`config.mk`:
```
export PLATFORM = sky130hd
export DESIGN_NAME = rei_sqrt
export DESIGN_NICKNAME = d
export VERILOG_FILES = /design/src/design/rei_pkg.sv /design/src/design/rei_sqrt.sv
export SDC_FILE = /design/constraint.sdc
export NUM_CORES = 2
export LEC_CHECK = 0
export BUFFER_PORTS_ARGS = -buffer_cell sky130_fd_sc_hd__clkbuf_2
export CAP_MARGIN = 5
export CORE_UTILIZATION = 50
export CTS_CLUSTER_DIAMETER = 30
export CTS_CLUSTER_SIZE = 40
export DETAILED_ROUTE_END_ITERATION = 16
export GPL_TIMING_DRIVEN = 0
export PLACE_DENSITY = 0.65
export SLEW_MARGIN = 40
export SYNTH_ARGS = -nofsm -noshare
export SYNTH_HDL_FRONTEND = slang
export SYNTH_SLANG_ARGS = --single-unit
export TNS_END_PERCENT = 5
```
`constraint.sdc`:
```
create_clock -name clk_i -period 3.3 [get_ports clk_i]
set_clock_uncertainty 0.15 [all_clocks]
set_input_delay 0.495 -clock clk_i [delete_from_list [all_inputs] [get_ports clk_i]]
set_output_delay 0.495 -clock clk_i [all_outputs]
set_load 0.02 [all_outputs]
```
`src/design/rei_pkg.sv`:
```
// ----------------------------------------------------------------------------
// rei_pkg
// Shared constants and helpers for the ray/ellipsoid intersection pipeline.
// ----------------------------------------------------------------------------
package rei_pkg;

  // restoring divider: 64-bit dividend, 32-bit divisor, one quotient bit a stage
  localparam int unsigned DIV_W     = 64;
  localparam int unsigned DVS_W     = 32;
  localparam int unsigned DIV_STEPS = DIV_W;

  // integer square root: 64-bit radicand, one root bit a stage
  localparam int unsigned SQRT_W     = 64;
  localparam int unsigned ROOT_W     = SQRT_W / 2;
  localparam int unsigned SQRT_STEPS = ROOT_W;

  // configuration register indexes
  localparam int unsigned CFG_IDX_W = 3;
  localparam logic [CFG_IDX_W-1:0] CFG_CENTER_X = 3'd0;
  localparam logic [CFG_IDX_W-1:0] CFG_CENTER_Y = 3'd1;
  localparam logic [CFG_IDX_W-1:0] CFG_CENTER_Z = 3'd2;
  localparam logic [CFG_IDX_W-1:0] CFG_SEMI_X   = 3'd3;
  localparam logic [CFG_IDX_W-1:0] CFG_SEMI_Y   = 3'd4;
  localparam logic [CFG_IDX_W-1:0] CFG_SEMI_Z   = 3'd5;

  // drop 16 fraction bits, round to nearest, ties away from zero
  function automatic logic signed [63:0] rnd16(input logic signed [63:0] x);
    logic [63:0] mag;
    logic [63:0] m;
    mag = x[63] ? 64'(-x) : 64'(x);
    m   = (mag + 64'd32768) >> 16;
    return x[63] ? -$signed(m) : $signed(m);
  endfunction

endpackage

```
`src/design/rei_sqrt.sv`:
```
// ----------------------------------------------------------------------------
// rei_sqrt
// Pipelined integer square root (floor), one root bit per register stage.
// ----------------------------------------------------------------------------
module rei_sqrt (
  input  logic                       clk_i,
  input  logic                       en_i,
  input  logic [rei_pkg::SQRT_W-1:0] rad_i,
  output logic [rei_pkg::ROOT_W-1:0] root_o
);
  import rei_pkg::*;

  logic [SQRT_W-1:0] x_q [SQRT_STEPS];
  logic [SQRT_W-1:0] r_q [SQRT_STEPS];

  for (genvar k = 0; k < SQRT_STEPS; k++) begin : g_step
    localparam logic [SQRT_W-1:0] Bit = SQRT_W'(1) << (SQRT_W - 2 - 2 * k);
    logic [SQRT_W-1:0] x_in;
    logic [SQRT_W-1:0] r_in;
    logic [SQRT_W-1:0] trial;
    logic              ge;

    if (k == 0) begin : g_first
      assign x_in = rad_i;
      assign r_in = '0;
    end else begin : g_next
      assign x_in = x_q[k-1];
      assign r_in = r_q[k-1];
    end

    assign trial = r_in + Bit;
    assign ge    = x_in >= trial;

    always_ff @(posedge clk_i) begin
      if (en_i) begin
        x_q[k] <= ge ? x_in - trial : x_in;
        r_q[k] <= ge ? (r_in >> 1) + Bit : r_in >> 1;
      end
    end
  end

  assign root_o = r_q[SQRT_STEPS-1][ROOT_W-1:0];

endmodule

```
==> reports/qor.yml <==
die:
  initial_core_util_pct: 50.3
  ios: 98
  core_area_um2: 238000
  die_h_um: 491
  die_w_um: 491
  placementRows: 179
  dieArea_um2: 241000
setup_path:
  critPathMaxFanout: 6
  worstPathRequired_ns: 3.87
  path_delay_family: "simple AND/OR/NAND/NOR gates"
  criticalPathCategory: "register to register"
  crit_chain: "ha_1 > buf_6 > nand4_1 > or3_4 > nor4_4 > buf_6 > a311oi_2 > nand3b_1 > nor3b_4 > or4_4 > or4_4 > nor4_4 > xor2_1"
  critPathCaptureType: "register"
  critPathBufInv: 2
  slowest_stage: "or4_4"
  crit_arrival_ns: 4.53
  critPathLaunchType: "register"
  crit_path_max_incr_delay_ns: 0.57
logic_synthesis:
  avgSynthCellArea_um2: 12.7
  synthCells: 9402
  synth_area_leader_cell: "edfxtp_1"
  async_flop_share_pct: 0
  ys.warnings.count: 0
  synthDistinctLibCells: 99
  netlist_area_um2: 120000
  yosysSeqAreaShare_pct: 63.1
  synth_enable_flop_cells: 2512
  ys_seq_elements: 2512
  ys.flop_type: "edfxtp_1"
  synth.area.top_cells: "edfxtp_1 (63%), ha_1 (5.8%), xnor2_1 (3.4%)"
  syn_nets: 10000
  yosys.area.top_type_share_pct: 63.1
final_layout:
  num-nets-final: 11000
  regArea_um2: 75400
  drive_gt1_share_pct: 19.0
  nFillCells: 17800
  fin_area_um2: 150000
  multiInputGateArea_um2: 45000
  syn2layout_area_growth_pct: 25.4
sta:
  max_freq_mhz: 253
  setup-violations-final: 693
  worstMarginPinSlew_ns: 0.860
  post-route-period-util_pct: 120
  finalWorstSetupSlack_ns: -0.656
  period_needed_ns: 3.96
  hold_slack_ns: 0.0594
  slew_violations: 0
  relSlewSlack_pct: 42.2
  rsz0062_at_grt: "true"
  hold_viol: 0
power:
  p_per_area_nw_per_um2: 766
  p_leak_nw: 57.2
  finalPower_mw: 115
  switchingPower_mw: 32.4
  ir_worst_vdd_mv: 0.577
  cellInternalPower_mw: 82.5
  seqPwrFrac_pct: 38.3
  p_comb_share_pct: 18.9
  swShare_pct: 28.2
  pwr-share-clk_pct: 42.8
placed_design:
  pre_cts_slack_ns: -1.65
  numPortBuffers: 97
  postPlaceCellArea_um2: 125000
  gp_congestion: 0.923
  hpwl_mm: 221
run:
  maxCapViolations: 0
global_routing:
  grt_start_max_net_pins: 80
  first_global_vias: 78400
  antenna_found_initial: 11
  grt_pass1_wl_mm: 466
  grt_usage_pct: 25.0
  gr-total-overflow: 0
route:
  drtPass1Iterations: 11
  avgViaCountPerCell: 5.73
  vias: 79800
  wire_per_inst_um: 22.3
  drt_iter0_drc: 6373
  drc: 24
  postRouteAntennaNets: 0
  wirelength_mm: 311
clocking:
  cts_tree: "done"
  clock_latency_ns: 1.00
  clock_path_buffers: 4
  clockRootBuffer: "clkbuf_16"
  clkSinkCount: 2512
  clk_pin_slew_ns: 0.05
  h-tree-depth: 5
  cts_buffers: 483
run_status:
  violations: "DRC, setup timing"
  outcome: "finished with violations"
worst_hold_path:
  hold_class: "input pin to register"
==> worst min-delay path, stage by stage <==
cell,delay (ns)
clkbuf_8,0.12
buf_16,0.15
buf_16,0.22
==> sequential cells by signal, indices dropped and copies added (netlist names) <==
name and flops:
x_q 1984, r_q 528
==> synthesized netlist by cell type (20+ instances only) <==
| library cell | n |
|---|---|
| edfxtp_1 | 2512 |
| inv_1 | 688 |
| nor2_1 | 636 |
| a21oi_1 | 627 |
| ha_1 | 558 |
| nand2_1 | 558 |
| xnor2_1 | 468 |
| xor2_1 | 398 |
| o21ai_0 | 367 |
| nor4_1 | 332 |
| nor3_1 | 260 |
| a21o_1 | 232 |
| nand4_1 | 159 |
| nand3_1 | 135 |
| clkbuf_1 | 121 |
| nand2b_1 | 109 |
| or3_1 | 107 |
| o21a_1 | 92 |
| mux2_2 | 90 |
| nor2b_1 | 75 |
| o21bai_1 | 65 |
| or4_1 | 58 |
| and3_1 | 55 |
| a31oi_1 | 49 |
| a211oi_1 | 45 |
| nor4b_1 | 41 |
| o31ai_1 | 41 |
| buf_2 | 35 |
| or2_2 | 35 |
| nand3b_1 | 30 |
| o211ai_1 | 30 |
| and2_1 | 29 |
| a21boi_0 | 25 |
| and4_1 | 22 |
| buf_1 | 21 |
| nor3b_1 | 20 |
==> worst paths after layout <==
check,from,endpoint,cells past startpoint,slack (ns)
worst max register to register,x_q[29][20],x_q[30][62],13,-0.66
worst min register to register,r_q[13][79],r_q[14][14],0,0.26
worst max-delay path,x_q[29][20],x_q[30][62],13,-0.66
worst min-delay path,en_i,x_q[15][33],3,0.06
==> layer usage <==
layer  track usage, %  vias to the layer above  share of wire, %
met1             35.2                    39600                45
met3             3.89                      498               5.5
met2             40.7                     2244                48
met5                0                        -                 0
li1                 -                    37400                 -
met4             6.21                        0               2.1
==> cells in the final DEF, fill, tap and decap left out, types with 54 or more instances in the layout <==
cell              n
edfxtp_1       2512
inv_1           674
nor2_1          612
a21oi_1         565
nand2_1         539
clkbuf_16       506
xnor2_1         463
ha_1            451
xor2_1          394
o21ai_0         307
nor4_1          269
buf_4           231
a21o_1          230
nor3_1          213
nand4_1         159
nand3_1         121
clkbuf_2        112
nand2b_1        103
dlygate4sd3_1   100
or3_1            92
o21a_1           90
mux2_2           90
clkbuf_1         84
ha_4             76
bufinv_16        69
nor2b_1          66
clkinvlp_4       65
clkinv_2         64
o21bai_1         62
a21oi_2          54
clkinv_1         54
==> per-stage QoR <==
stage	util, %	setup TNS, ns	cells
final	63.0	-114.26	13900
after CTS	61.7	-150.42	13800
after floorplan	-	-5.50	9402
after detailed placement	52.7	-945.99	12700
after global placement	52.2	-	12700
after global routing	63.0	-217.01	13900
==> cell type report <==
| cell class | count | area share [%] |
|---|---|---|
| tap | 3167 | 2.64 |
| inverter | 693 | 1.75 |
| sequential | 2512 | 50.3 |
| clock inverter | 360 | 2.79 |
| antenna | 5 | 0.00834 |
| buffer | 147 | 0.969 |
| timing repair buffer | 503 | 3.29 |
| clock buffer | 527 | 8.23 |
| multi-input combinational | 6017 | 30.0 |
==> repair_timing <==
item / CTS / global route
pin swaps: 116 / 178
cloned: 7 / 6
endpoints found under the hold margin: 127 / 0
hold buffers: 102 / 0
setup buffers: 113 / 141
endpoints found under the setup margin: 1015 / 975
resized for setup: 654 / 449
==> power groups by stage <==
stage	Combinational, mW	Sequential, mW	Clock, mW
after global routing	23.8	44.4	51.3
after CTS	20.4	44.0	49.8
after detailed placement	19.0	44.4	0
final	21.7	44.0	49.2
after global placement	12.8	43.8	0
after floorplan	14.0	42.8	0
==> logic make-up (layout without fill, tap and decap cells) <==
group / count (synthesis) / count (layout) / share of synthesized area, %
XOR/XNOR: 866 / 866 / 6.34
buffers and inverters: 873 / 2230 / 2.79
adder cells (fa/ha/maj): 558 / 558 / 5.84
other: 0 / 5 / 0
AO/OA/AOI/OAI: 1758 / 1758 / 9.12
multiplexers: 110 / 110 / 1.03
flip-flops: 2512 / 2512 / 63.1
AND/OR/NAND/NOR: 2725 / 2725 / 11.8
Power figures use the tool's default switching activity.
